## src/rtl/core/ssha_pkg.sv

```systemverilog
`timescale 1ns / 1ps

package ssha_pkg;

  localparam int MAX_IDS = 16;
  localparam int ID_W    = $clog2(MAX_IDS);
  localparam int CNT_W   = $clog2(MAX_IDS + 1);
  localparam int MASK_W  = 64;

  typedef logic [ID_W-1:0]   id_t;
  typedef logic [CNT_W-1:0]  cnt_t;
  typedef logic [MASK_W-1:0] mask_t;

  localparam logic OP_ALLOC = 1'b0;
  localparam logic OP_FREE  = 1'b1;

  localparam logic [1:0] STATUS_OK       = 2'd0;
  localparam logic [1:0] STATUS_FULL     = 2'd1;
  localparam logic [1:0] STATUS_NOT_LIVE = 2'd2;

  typedef struct packed {
    logic  operation;
    id_t   entity_id;
    mask_t component_mask;
  } ssha_in_t;

  typedef struct packed {
    logic [1:0] status;
    id_t        assigned_id;
    id_t        dense_slot;
    cnt_t       live_count;
  } ssha_out_t;

  typedef enum logic [2:0] {
    ST_IDLE,
    ST_A_EDGE,
    ST_A_WR_HEAD,
    ST_A_FIN,
    ST_F_MOVE,
    ST_F_SCAN,
    ST_F_WR_POS,
    ST_F_FIN
  } ssha_state_t;

endpackage

```

## src/rtl/core/sparse_set_handle_allocator.sv

```systemverilog
`timescale 1ns / 1ps

// Allocate: ST_A_EDGE, ST_A_WR_HEAD, ST_A_FIN, then the registered strobe; busy until it shows.
// Free: ST_F_MOVE, ST_F_SCAN, ST_F_WR_POS, ST_F_FIN, then the strobe; in ST_F_SCAN the
// single read port of the free-ID memory scans the used partition entry by entry for the ID.
// Table full / entity not live: strobe in the cycle right after accept.
// A new beat may be started in the cycle the strobe shows; the receiver cannot stall.
// Synchronous active-low reset: empty table, identity free list, no clearing pass.
module sparse_set_handle_allocator (
  input  logic                clk,
  input  logic                rst_n,
  input  logic                start,
  output logic                busy,
  input  ssha_pkg::ssha_in_t  in_item,
  output logic                out_valid,
  output ssha_pkg::ssha_out_t out_item
);
  import ssha_pkg::*;

  // memories
  id_t   free_mem [MAX_IDS];
  id_t   s2i_mem  [MAX_IDS];
  id_t   i2s_mem  [MAX_IDS];
  mask_t mask_mem [MAX_IDS];

  ssha_state_t state_r, state_nxt;
  cnt_t        live_r, live_nxt;
  logic [MAX_IDS-1:0] id_valid_r, id_valid_nxt;
  logic [MAX_IDS-1:0] fv_r, fv_nxt;   // free_mem entry written since reset
  logic        out_valid_r, out_valid_nxt;
  ssha_out_t   out_r, out_nxt;

  id_t   eid_r, eid_nxt;
  mask_t mask_r, mask_nxt;
  id_t   id_r, id_nxt;
  id_t   edge_r, edge_nxt;
  id_t   pos_r, pos_nxt;
  id_t   hole_r, hole_nxt;
  id_t   scan_r, scan_nxt;

  // memory ports
  logic  free_re, free_we;
  id_t   free_ra, free_wa, free_wd;
  id_t   free_ra_r, free_rd_r, free_q;
  logic  slot_re;
  id_t   slot_ra, i2s_ra;
  logic  s2i_we, i2s_we, mask_we;
  id_t   s2i_wa, s2i_wd, i2s_wa, i2s_wd, mask_wa;
  mask_t mask_wd;
  id_t   s2i_rd_r, i2s_rd_r;
  mask_t mask_rd_r;
  cnt_t  free_edge;

  assign busy      = (state_r != ST_IDLE);
  assign out_valid = out_valid_r;
  assign out_item  = out_r;

  // unwritten free-list entries still hold their reset value (the index)
  assign free_q    = fv_r[free_ra_r] ? free_rd_r : free_ra_r;
  assign free_edge = CNT_W'(MAX_IDS) - live_r;

  always_comb begin
    state_nxt     = state_r;
    live_nxt      = live_r;
    id_valid_nxt  = id_valid_r;
    fv_nxt        = fv_r;
    out_valid_nxt = 1'b0;
    out_nxt       = out_r;
    eid_nxt       = eid_r;
    mask_nxt      = mask_r;
    id_nxt        = id_r;
    edge_nxt      = edge_r;
    pos_nxt       = pos_r;
    hole_nxt      = hole_r;
    scan_nxt      = scan_r;
    free_re = 1'b0;  free_ra = '0;
    free_we = 1'b0;  free_wa = '0;  free_wd = '0;
    slot_re = 1'b0;  slot_ra = '0;  i2s_ra  = '0;
    s2i_we  = 1'b0;  s2i_wa  = '0;  s2i_wd  = '0;
    i2s_we  = 1'b0;  i2s_wa  = '0;  i2s_wd  = '0;
    mask_we = 1'b0;  mask_wa = '0;  mask_wd = '0;

    case (state_r)
      ST_IDLE: begin
        if (start) begin
          eid_nxt  = in_item.entity_id;
          mask_nxt = in_item.component_mask;
          if (in_item.operation == OP_ALLOC) begin
            if (live_r == CNT_W'(MAX_IDS)) begin
              out_valid_nxt       = 1'b1;
              out_nxt.status      = STATUS_FULL;
              out_nxt.assigned_id = '0;
              out_nxt.dense_slot  = '0;
              out_nxt.live_count  = live_r;
            end else begin
              free_re   = 1'b1;
              free_ra   = '0;
              state_nxt = ST_A_EDGE;
            end
          end else if (id_valid_r[in_item.entity_id] && live_r != '0) begin
            slot_re   = 1'b1;
            slot_ra   = ID_W'(live_r - CNT_W'(1));
            i2s_ra    = in_item.entity_id;
            state_nxt = ST_F_MOVE;
          end else begin
            out_valid_nxt       = 1'b1;
            out_nxt.status      = STATUS_NOT_LIVE;
            out_nxt.assigned_id = '0;
            out_nxt.dense_slot  = '0;
            out_nxt.live_count  = live_r;
          end
        end
      end

      ST_A_EDGE: begin
        // free_q is the head of the free partition; append it at the dense end
        id_nxt   = free_q;
        edge_nxt = ID_W'(MAX_IDS - 1) - live_r[ID_W-1:0];
        free_re  = 1'b1;
        free_ra  = ID_W'(MAX_IDS - 1) - live_r[ID_W-1:0];
        s2i_we   = 1'b1;
        s2i_wa   = live_r[ID_W-1:0];
        s2i_wd   = free_q;
        mask_we  = 1'b1;
        mask_wa  = live_r[ID_W-1:0];
        mask_wd  = mask_r;
        i2s_we   = 1'b1;
        i2s_wa   = free_q;
        i2s_wd   = live_r[ID_W-1:0];
        id_valid_nxt[free_q] = 1'b1;
        live_nxt  = live_r + CNT_W'(1);
        state_nxt = ST_A_WR_HEAD;
      end

      ST_A_WR_HEAD: begin
        free_we   = 1'b1;
        free_wa   = '0;
        free_wd   = free_q;
        state_nxt = ST_A_FIN;
      end

      ST_A_FIN: begin
        free_we             = 1'b1;
        free_wa             = edge_r;
        free_wd             = id_r;
        out_valid_nxt       = 1'b1;
        out_nxt.status      = STATUS_OK;
        out_nxt.assigned_id = id_r;
        out_nxt.dense_slot  = ID_W'(live_r - CNT_W'(1));
        out_nxt.live_count  = live_r;
        state_nxt           = ST_IDLE;
      end

      ST_F_MOVE: begin
        // last dense entry fills the hole
        hole_nxt = i2s_rd_r;
        s2i_we   = 1'b1;
        s2i_wa   = i2s_rd_r;
        s2i_wd   = s2i_rd_r;
        mask_we  = 1'b1;
        mask_wa  = i2s_rd_r;
        mask_wd  = mask_rd_r;
        i2s_we   = 1'b1;
        i2s_wa   = s2i_rd_r;
        i2s_wd   = i2s_rd_r;
        id_valid_nxt[eid_r] = 1'b0;
        live_nxt  = live_r - CNT_W'(1);
        // scan starts at the head of the used partition
        edge_nxt  = free_edge[ID_W-1:0];
        free_re   = 1'b1;
        free_ra   = free_edge[ID_W-1:0];
        scan_nxt  = free_edge[ID_W-1:0] + ID_W'(1);
        state_nxt = ST_F_SCAN;
      end

      ST_F_SCAN: begin
        free_re = 1'b1;
        if (free_q == eid_r) begin
          pos_nxt   = free_ra_r;
          free_ra   = edge_r;
          state_nxt = ST_F_WR_POS;
        end else begin
          free_ra  = scan_r;
          scan_nxt = scan_r + ID_W'(1);
        end
      end

      ST_F_WR_POS: begin
        free_we   = 1'b1;
        free_wa   = pos_r;
        free_wd   = free_q;
        state_nxt = ST_F_FIN;
      end

      ST_F_FIN: begin
        free_we             = 1'b1;
        free_wa             = edge_r;
        free_wd             = eid_r;
        out_valid_nxt       = 1'b1;
        out_nxt.status      = STATUS_OK;
        out_nxt.assigned_id = '0;
        out_nxt.dense_slot  = hole_r;
        out_nxt.live_count  = live_r;
        state_nxt           = ST_IDLE;
      end

      default: begin
        state_nxt = ST_IDLE;
      end
    endcase

    if (free_we) begin
      fv_nxt[free_wa] = 1'b1;
    end
  end

  always_ff @(posedge clk) begin
    if (!rst_n) begin
      state_r     <= ST_IDLE;
      live_r      <= '0;
      id_valid_r  <= '0;
      fv_r        <= '0;
      out_valid_r <= 1'b0;
    end else begin
      state_r     <= state_nxt;
      live_r      <= live_nxt;
      id_valid_r  <= id_valid_nxt;
      fv_r        <= fv_nxt;
      out_valid_r <= out_valid_nxt;
    end
  end

  always_ff @(posedge clk) begin
    out_r  <= out_nxt;
    eid_r  <= eid_nxt;
    mask_r <= mask_nxt;
    id_r   <= id_nxt;
    edge_r <= edge_nxt;
    pos_r  <= pos_nxt;
    hole_r <= hole_nxt;
    scan_r <= scan_nxt;
  end

  always_ff @(posedge clk) begin
    if (free_re) begin
      free_rd_r <= free_mem[free_ra];
      free_ra_r <= free_ra;
    end
    if (free_we) begin
      free_mem[free_wa] <= free_wd;
    end
  end

  always_ff @(posedge clk) begin
    if (slot_re) begin
      s2i_rd_r  <= s2i_mem[slot_ra];
      mask_rd_r <= mask_mem[slot_ra];
      i2s_rd_r  <= i2s_mem[i2s_ra];
    end
    if (s2i_we) begin
      s2i_mem[s2i_wa] <= s2i_wd;
    end
    if (mask_we) begin
      mask_mem[mask_wa] <= mask_wd;
    end
    if (i2s_we) begin
      i2s_mem[i2s_wa] <= i2s_wd;
    end
  end

  a_live_matches_valid: assert property (@(posedge clk) disable iff (!rst_n)
    $countones(id_valid_r) == live_r)
    else $error("live count differs from number of live IDs");

  a_strobe_count: assert property (@(posedge clk) disable iff (!rst_n)
    out_valid |-> out_item.live_count == live_r)
    else $error("reported live_count differs from table state");

  a_strobe_idle: assert property (@(posedge clk) disable iff (!rst_n)
    out_valid |-> !busy)
    else $error("result strobe while an operation is still in progress");

  a_free_goes_busy: assert property (@(posedge clk) disable iff (!rst_n)
    (start && !busy && in_item.operation == OP_FREE && id_valid_r[in_item.entity_id])
      |=> busy && !out_valid)
    else $error("free of a live ID did not start the move sequence");

endmodule
```

## config.mk

```make
export PLATFORM = sky130hd
export DESIGN_NAME = sparse_set_handle_allocator
export DESIGN_NICKNAME = d
export VERILOG_FILES = /design/src/rtl/core/ssha_pkg.sv /design/src/rtl/core/sparse_set_handle_allocator.sv
export SDC_FILE = /design/constraint.sdc
export NUM_CORES = 1
export LEC_CHECK = 0
export BUFFER_PORTS_ARGS = -buffer_cell sky130_fd_sc_hd__buf_4
export CORE_MARGIN = 4
export CORE_UTILIZATION = 50
export CTS_BUF_LIST = sky130_fd_sc_hd__clkbuf_8
export CTS_CLUSTER_DIAMETER = 200
export DETAILED_ROUTE_END_ITERATION = 8
export PLACE_DENSITY = 0.67
export SLEW_MARGIN = 40
export SYNTH_ARGS = -nofsm -noshare
export SYNTH_HDL_FRONTEND = slang
export SYNTH_SLANG_ARGS = --single-unit
```

## constraint.sdc

```tcl
create_clock -name clk -period 6.15 [get_ports clk]
set_clock_uncertainty 0.2 [all_clocks]
set_input_delay 0.615 -clock clk [delete_from_list [all_inputs] [get_ports clk]]
set_output_delay 0.615 -clock clk [all_outputs]
set_load 0.01 [all_outputs]
```

======== Word level (Yosys, flattened, before mapping) ========
Memories as Yosys holds them, arrays and structs flattened. A register that Yosys moved wholly into a read port is not among the register bits.
Index checks and enable logic that the tools add are counted.
W data, S select, Z words.
cells by class
  add/subtract/negate cells ............... 6
  order comparisons ....................... 8
  eq/ne operators ......................... 16
  muxes and demuxes ....................... 60
  bitwise gates (word level) .............. 4
  reduce and logical (&&, ||, !) cells .... 20
operator list
  kind                   number
  $mux W15               4
  $pmux W15 S3           1
  $mux W4                11
  $pmux W4 S2            5
  $or A16 B16 Y16        2
  $pmux W16 S2           1
  $lt A4 B5 Y1 const B   5
  $pmux W4 S3            2
  $mux W1                22
  $pmux W3 S7            1
  $and A16 B16 Y16       1
  $not A16 Y16           1
  $mux W3                5
  $demux W1 S4           3
  $eq A3 B3 Y1 const B   4
  $ge A4 B1 Y1 const B   3
  $ne A3 B3 Y1 const B   4
  $pmux W5 S2            1
  $add A4 B1 Y4 const B  2
  $bmux W1 S4            2
  $reduce_and A4 Y1      2
  $eq A3 B2 Y1 const B   2
  $ne A2 B2 Y1 const B   3
  $reduce_and A2 Y1      3
  other kinds (16)       24
storage, ports and cells
  bits in registers ....................... 84
  RAM bits ................................ 192
  bits of input ports ..................... 72
  output and inout port bits .............. 17
  word-level logic and storage cells ...... 133
  memories kept ........................... 3
memories
  memory    depth  bits a word  read ports  clocked after Yosys merged registers in  write ports  line                               source
  free_mem  16     4            1           1                                        1            sparse_set_handle_allocator.sv:21  id_t free_mem [MAX_IDS];
  i2s_mem   16     4            1           1                                        1            sparse_set_handle_allocator.sv:23  id_t i2s_mem [MAX_IDS];
  s2i_mem   16     4            1           1                                        1            sparse_set_handle_allocator.sv:22  id_t s2i_mem [MAX_IDS];

======== Longest topological paths before layout ========
Gate-level depths: netlist (run 1).
  word-level depth ........................ 9
  mapped depth ............................ 15
  mapped depth without buffers ............ 11

======== Worst setup path after synthesis (run 1) ========
No wires, ideal clock.
  kind .................................... input-to-reg
  start ................................... in in_item[64] (netlist bit)
  end ..................................... reg i2s_rd_r[0] (read register of i2s_mem), data pin
  setup time .............................. 272 ps
  arrival ................................. 3697 ps
  data required time ...................... 5678 ps
  setup slack ............................. 1981 ps
  cell stages on the path ................. 10
  buffers on the path ..................... 2
  cell sequence ........................... buf_2 -> mux4_2 -> mux4_2 -> o211ai_1 -> or2_1 -> clkbuf_1 -> inv_2 -> nand2_1 -> mux4_2 -> mux4_2
between the ends
  longest elaborated chain between the ends .. 7
  elaborated cells on any way between the ends .. 11
  those cells by class .................... 10 x mux; 1 x reduce/logical
RTL lines
  element                        line                                source
  start: declaration             sparse_set_handle_allocator.sv:14   input ssha_pkg::ssha_in_t in_item,
  $bmux W1 S4                    sparse_set_handle_allocator.sv:100  end else if (id_valid_r[in_item.entity_id] && live_r != '0) begin
  $mux W1 (implied by the code)  sparse_set_handle_allocator.sv:100
  $logic_and A1 B1 Y1            sparse_set_handle_allocator.sv:100
  $mux W1                        sparse_set_handle_allocator.sv:100
  $mux W1                        sparse_set_handle_allocator.sv:88   if (in_item.operation == OP_ALLOC) begin
  $mux W1                        sparse_set_handle_allocator.sv:85   if (start) begin
  $mux W1                        sparse_set_handle_allocator.sv:83   case (state_r)
  via slot_re                    sparse_set_handle_allocator.sv:45   logic slot_re;
  end: declaration               sparse_set_handle_allocator.sv:50   id_t s2i_rd_r, i2s_rd_r;
The timed path passes the listed nets, and every way through them passes these cells. The select of a mux whose other input is x is not followed.
A chain may end at the register's enable or synchronous reset.

======== Final worst setup path (run 1) ========
  start ................................... reg free_ra_r[0]
  end ..................................... reg free_rd_r[1] (read register of free_mem), data pin
between the ends
  longest elaborated chain between the ends .. 6
RTL lines
  element                        line                                source
  start: declaration             sparse_set_handle_allocator.sv:44   id_t free_ra_r, free_rd_r, free_q;
  start signal: assignment       sparse_set_handle_allocator.sv:247  free_ra_r <= free_ra;
  $bmux W1 S4                    sparse_set_handle_allocator.sv:59   assign free_q = fv_r[free_ra_r] ? free_rd_r : free_ra_r;
  $mux W1 (implied by the code)  sparse_set_handle_allocator.sv:59
  $mux W4 (*)                    sparse_set_handle_allocator.sv:59
  $eq A4 B4 Y1 (*)               sparse_set_handle_allocator.sv:178  if (free_q == eid_r) begin
  $mux W4 (*)                    sparse_set_handle_allocator.sv:178
  $pmux W4 S3 (*)                sparse_set_handle_allocator.sv:83
  end: declaration               sparse_set_handle_allocator.sv:44
Every way passes the cells marked *; elsewhere a longest branch is shown, timed or not. The select of a mux whose other input is x is not followed.

==> results of run 1 <==
## per-stage QoR
| step | util | power, mW | setup slack (ns) | instance area (µm²) | cells |
|---|---|---|---|---|---|
| floorplan | - | 4.02 | 1.98 | 12600 | 929 |
| global placement | 0.527 | 4.56 | 1.51 | 12900 | 1230 |
| detailed placement | 0.527 | 4.59 | 1.49 | 12900 | 1230 |
| CTS | 0.564 | 6.18 | 1.45 | 13800 | 1316 |
| global route | 0.565 | 6.49 | 1.08 | 13900 | 1317 |
| finish | 0.565 | 6.14 | 1.35 | 13900 | 1317 |
## sequential cells by signal, summed over array words and instances (netlist names), 5 cells and up
register and flops:
free_mem 64, fv_r 16, i2s_mem 64, id_valid_r 16, live_r 5, out_item 15
s2i_mem 64
## power groups by stage
stage / registers (mW) / logic (mW) / clock network, mW
after floorplan: 2.70 / 1.32 / 0
after global placement: 2.79 / 1.77 / 0
after detailed placement: 2.79 / 1.80 / 0
after CTS: 2.75 / 1.81 / 1.62
after global routing: 2.77 / 1.99 / 1.72
final: 2.75 / 1.81 / 1.58
## area by class of cell
cell class                      count  area (µm²)
Tap cell                          324         405
Clock buffer                       52         716
Clock inverter                     34         189
Timing Repair Buffer               31         233
Inverter                           46         173
Sequential cell                   288        8240
Fill cell                        2066       10700
Multi-Input combinational cell    542        3900
## cell usage after synthesis, types with 5 or more instances
master	number
edfxtp_1	247
nand2_1	71
nor2_1	63
clkbuf_1	43
dfxtp_1	41
inv_1	41
o21ai_0	38
a21oi_1	27
and2_1	25
a31oi_1	23
mux4_2	23
o21a_1	22
mux2i_1	18
or3_1	17
a211o_1	16
o2111ai_1	16
nand3_1	15
o211ai_1	15
mux2_2	14
a211oi_1	11
a21boi_0	11
ha_1	10
a22oi_1	8
nand2b_1	8
and3_1	7
mux2_1	7
nor3_1	7
xnor2_1	7
nor2b_1	6
o22ai_1	6
buf_2	5
buf_6	5
nand4_1	5
## routing by layer
metal	global-route usage	vias to the layer above	part of all wire
met1	0.248	3741	0.42
met4	0.0711	0	0.031
met5	0	-	0
li1	-	3609	-
met2	0.334	213	0.50
met3	0.0351	56	0.050
## worst register-to-register path: cells and delay by family (launching register included)
kind,cells,cell delay [ns]
AND/OR/NAND/NOR,3,1.38
AO/OA/AOI/OAI,3,0.98
flip-flops,1,0.64
multiplexers,3,1.31
## final timing paths
path / endpoint / cells after the start
max: free_rd_r[1]$_DFFE_PP_ / 9
min: eid_r[3]$_DFFE_PP_ / 1
max reg2reg: free_rd_r[1]$_DFFE_PP_ / 9
min reg2reg: hole_r[1]$_DFFE_PP_ / 0
## kinds of logic after synthesis
family,Yosys count,share of synthesized area
flops,288,0.656
simple gates,232,0.0874
compound gates,226,0.129
buf+inv,99,0.0331
mux,63,0.0762
xor+xnor,11,0.00767
fa+ha+maj,10,0.00997
## placed cells by master (no fill, tap or decap), types with 25 or more instances in the layout
| cell | n |
|---|---|
| clkbuf_8 | 52 |
| edfxtp_1 | 247 |
| o21ai_0 | 38 |
| buf_4 | 31 |
| and2_1 | 25 |
| nand2_1 | 71 |
| dfxtp_1 | 41 |
| inv_1 | 67 |
| nor2_1 | 62 |
| a21oi_1 | 27 |
==> results.ini, run 1 <==
[status]
status = finished, final reports clean

[power_and_ir_drop]
pwr-share-clk = 0.257
comb_power_share = 0.295
p_switching_mw = 2.12
p_per_area_nw_per_um2 = 443
p_leak_nw = 4.91
ir_drop_uv = 264
intPower_mw = 4.02
p_seq_frac = 0.448
p_sw_frac = 0.345

[clocking]
max-clock-path-buffers = 3
clk_latency_ns = 0.56
post_cts_buffers = 0
cts_tree = yes
numCtsBuffers = 47
htreeDepth = 2
postCtsResizedCells = 0
clkSlewWorstSetupHoldPaths_ns = 0.06
hold_buffers = 0
clock-sinks = 288
cts-root-buf = clkbuf_8

[floorplan]
ios = 89
std_cell_rows = 57
die_h_um = 166
chipWidth_um = 166
die_area_um2 = 27700
core_um2 = 24500
start_util = 0.512

[timing]
fmaxAchievable_mhz = 208
max-slew-margin-rel = 0.448
tightest_slew_ns = 0.827
final-setup-viol-count = 0
fin_crit_sh = 0.781
slew_violations = 0
holdWs_ns = 0.112
rsz0062_at_grt = no
hold_viol_final = 0
fin_tns_setup_ns = 0
min_period_ns = 4.80

[route]
firstDrtPassIters = 5
via_count = 7619
via_per_inst = 5.79
antenna_left = 0
drt-initial-drc-count = 817
wl_per_cell_um = 20.7
drc = 0
drt_wl_total_um = 27200

[min_path]
min_path_type = input pin to flip-flop
min_from = in_item[67]

[place]
dp_hpwl_um = 18300
gp_congestion = 0.839
portBuffers = 24

[final_layout]
diodes = 0
drive_above_1_share = 0.136
syn_to_final_growth_pct = 10.4
finalNetCount = 1038

[critical_path]
crit_start = free_ra_r[0]$_DFFE_PP_
critPathTopFamily = simple AND/OR/NAND/NOR gates
timing.rr.start = free_ra_r[0]$_DFFE_PP_
worstSetupPathType = flip-flop to flip-flop
worstPathArrival_ns = 4.87
cp_max_fo = 33
crit_chain = mux4_2 -> mux2i_4 -> a221oi_1 -> o32ai_1 -> or3_1 -> and3_4 -> mux2_1 -> o2111ai_1 -> nand4_1
r2r_slack_ns = 1.35
required_ns = 6.22
end_kind = flip-flop
cp-start-kind = flip-flop
crit_buf_inv = 0
slowest_stage = o32ai_1
max_stage_delay_ns = 0.66

[logic_synthesis]
yosysWarnings = 0
ys_seq_area_frac = 0.656
ys_top_cells_by_area = edfxtp_1 (59%), dfxtp_1 (6.5%), mux4_2 (4.1%), nand2_1 (2.1%), nor2_1 (1.9%)
synth_ff_type = edfxtp_1
avgSynthCellArea_um2 = 13.5
synthCells = 929
async_flop_share = 0
netlist.area_leader.share = 0.591
yosysTopAreaCell = edfxtp_1
synth_edf_count = 247
synth_cell_types = 62
syn_nets = 1011
syn_area_um2 = 12600
ys_ff_latch = 288

[grt]
grt_pass1_wl_um = 42600
grt_pass1_vias = 7700
grtUsageTotal = 0.194
overflow = 0
grt_max_degree = 42
antenna_found_initial = 0

[run]
maxCapViolations = 0

Power figures use the tool's default switching activity.
==> inputs of run 2 (changes only) <==
Clock period 6.15 ns to 4.7 ns, I/O delays scaled along.
==> results.ini, run 2 (synthesized netlist as in run 1, its figures left out) <==
[route]
drt_wl_total_um = 27900  ; was 27200 µm
via_per_inst = 5.88  ; was 5.79
wl_per_cell_um = 21.0  ; was 20.7 µm
drt-initial-drc-count = 856  ; was 817
via_count = 7804  ; was 7619
firstDrtPassIters = 5  ; unchanged
antenna_left = 0  ; unchanged
drc = 0  ; unchanged

[place]
gp_congestion = 0.826  ; was 0.839
portBuffers = 24  ; unchanged
place_area_um2 = 13000  ; was 12900 µm²
dp_hpwl_um = 18600  ; was 18300 µm
post-place-cells = 1240  ; was 1230

[timing]
fin_crit_sh = 0.893  ; was 0.781
max-slew-margin-rel = 0.507  ; was 0.448
rsz0062_at_grt = no  ; unchanged
slew_violations = 0  ; unchanged
fin_tns_setup_ns = 0  ; unchanged
tightest_slew_ns = 0.740  ; was 0.827 ns
min_period_ns = 4.20  ; was 4.80 ns
final-setup-viol-count = 0  ; unchanged
hold_viol_final = 0  ; unchanged
fmaxAchievable_mhz = 238  ; was 208 MHz

[critical_path]
cp_max_fo = 9  ; was 33
worstSetupPathType = flip-flop to flip-flop  ; unchanged
worstPathArrival_ns = 4.25  ; was 4.87 ns
end_kind = flip-flop  ; unchanged
required_ns = 4.75  ; was 6.22 ns
cp-start-kind = flip-flop  ; unchanged

[final_layout]
fin_cells = 1327  ; was 1317
post-route-cell-area_um2 = 13900  ; about the same
finalNetCount = 1048  ; was 1038
layout_common_cells = edfxtp_1 (247), nand2_1 (71), inv_1 (63)  ; was edfxtp_1 (247), nand2_1 (71), inv_1 (67)
fill_cells = 2012  ; was 2066
final_common_cell = edfxtp_1  ; unchanged
reg_top3 = free_mem (64), i2s_mem (64), s2i_mem (64)  ; unchanged
drive_above_1_share = 0.146  ; was 0.136
syn_to_final_growth_pct = 11.0  ; was 10.4%
diodes = 0  ; unchanged

[grt]
antenna_found_initial = 0  ; unchanged
overflow = 0  ; unchanged
grt_max_degree = 42  ; unchanged
grt_pass1_vias = 7815  ; was 7700
grt_pass1_wl_um = 43600  ; was 42600 µm
grtUsageTotal = 0.200  ; was 0.194

[floorplan]
core_um2 = 24500  ; unchanged
die_h_um = 166  ; unchanged
ios = 89  ; unchanged
std_cell_rows = 57  ; unchanged
die_area_um2 = 27700  ; unchanged
start_util = 0.512  ; unchanged
chipWidth_um = 166  ; unchanged

[power_and_ir_drop]
ir_drop_uv = 284  ; was 264 µV
p_per_area_nw_per_um2 = 580  ; was 443 nW/µm²
p_leak_nw = 4.94  ; was 4.91 nW

[clocking]
max-clock-path-buffers = 3  ; unchanged
clk_latency_ns = 0.55  ; was 0.56 ns
cts_tree = yes  ; unchanged
clkSlewWorstSetupHoldPaths_ns = 0.06  ; about the same
htreeDepth = 2  ; unchanged
cts-root-buf = clkbuf_8  ; unchanged
postCtsResizedCells = 0  ; unchanged
clock-sinks = 288  ; unchanged
numCtsBuffers = 46  ; was 47

[run]
maxCapViolations = 0  ; unchanged

[status]
status = finished, final reports clean  ; unchanged

[min_path]
min_path_type = input pin to flip-flop  ; unchanged

-- run 2: area by class of cell --
cell class                      instances  area, µm²  share of cell area
Inverter                               46        173              0.0124
Timing Repair Buffer                   42        320              0.0230
Clock inverter                         34        186              0.0134
Clock buffer                           51        702              0.0504
Multi-Input combinational cell        542       3910               0.280
Sequential cell                       288       8240               0.591
Tap cell                              324        405              0.0291
-- run 2: per-stage QoR --
step | power [mW] | worst slack [ns] | util | hold slack, ns
after global routing | 8.51 | 0.306 | 0.568 | 0.0396
after detailed placement | 6.06 | 0.446 | 0.531 | 0.250
after CTS | 8.11 | 0.633 | 0.568 | 0.000216
after global placement | 6.01 | 0.436 | 0.531 | 0.241
after floorplan | 5.26 | 0.676 | - | 0.206
final | 8.08 | 0.501 | 0.568 | 0.0285
-- run 2: repair_timing --
| action | 4_1_cts | 5_1_grt |
|---|---|---|
| buffers inserted | 0 | 0 |
| hold buffers | 2 | 0 |
| endpoints found under the hold margin | 2 | 0 |
-- run 2: power by group --
part,switching [mW],total (mW),internal [mW]
clock network,0.941,2.04,1.10
registers,0.215,3.59,3.38
logic,1.65,2.44,0.796
-- run 2: final timing paths --
| kind | startpoint | endpoint | slack [ns] | cells past startpoint |
|---|---|---|---|---|
| worst min register to register | fv_r[1]$_SDFFE_PN0N_ | fv_r[1]$_SDFFE_PN0N_ | 0.26 | 1 |
| worst min-delay path | start | state_r[2]$_SDFFE_PN0P_ | 0.03 | 3 |
| worst max-delay path | free_ra_r[2]$_DFFE_PP_ | free_rd_r[1]$_DFFE_PP_ | 0.50 | 11 |
| worst max register to register | free_ra_r[2]$_DFFE_PP_ | free_rd_r[1]$_DFFE_PP_ | 0.50 | 11 |
-- run 2: metal layers --
metal | GRT usage | vias to the layer above | share of wire
li1 | - | 3637 | -
met2 | 0.348 | 250 | 0.51
met3 | 0.0339 | 59 | 0.053
met4 | 0.0697 | 0 | 0.030
met5 | 0 | - | 0
met1 | 0.254 | 3858 | 0.41
-- run 2: critical path, cell delays in order (launching register included) --
cell and delay (ns):
edfxtp_1 0.61, mux2_1 0.36, a2bb2oi_1 0.21, and2_1 0.30, a31oi_1 0.13, o32ai_1 0.51
or2_1 0.34, mux2i_1 0.25, o21a_1 0.41, inv_2 0.20, o2111ai_1 0.16, nand4_1 0.21
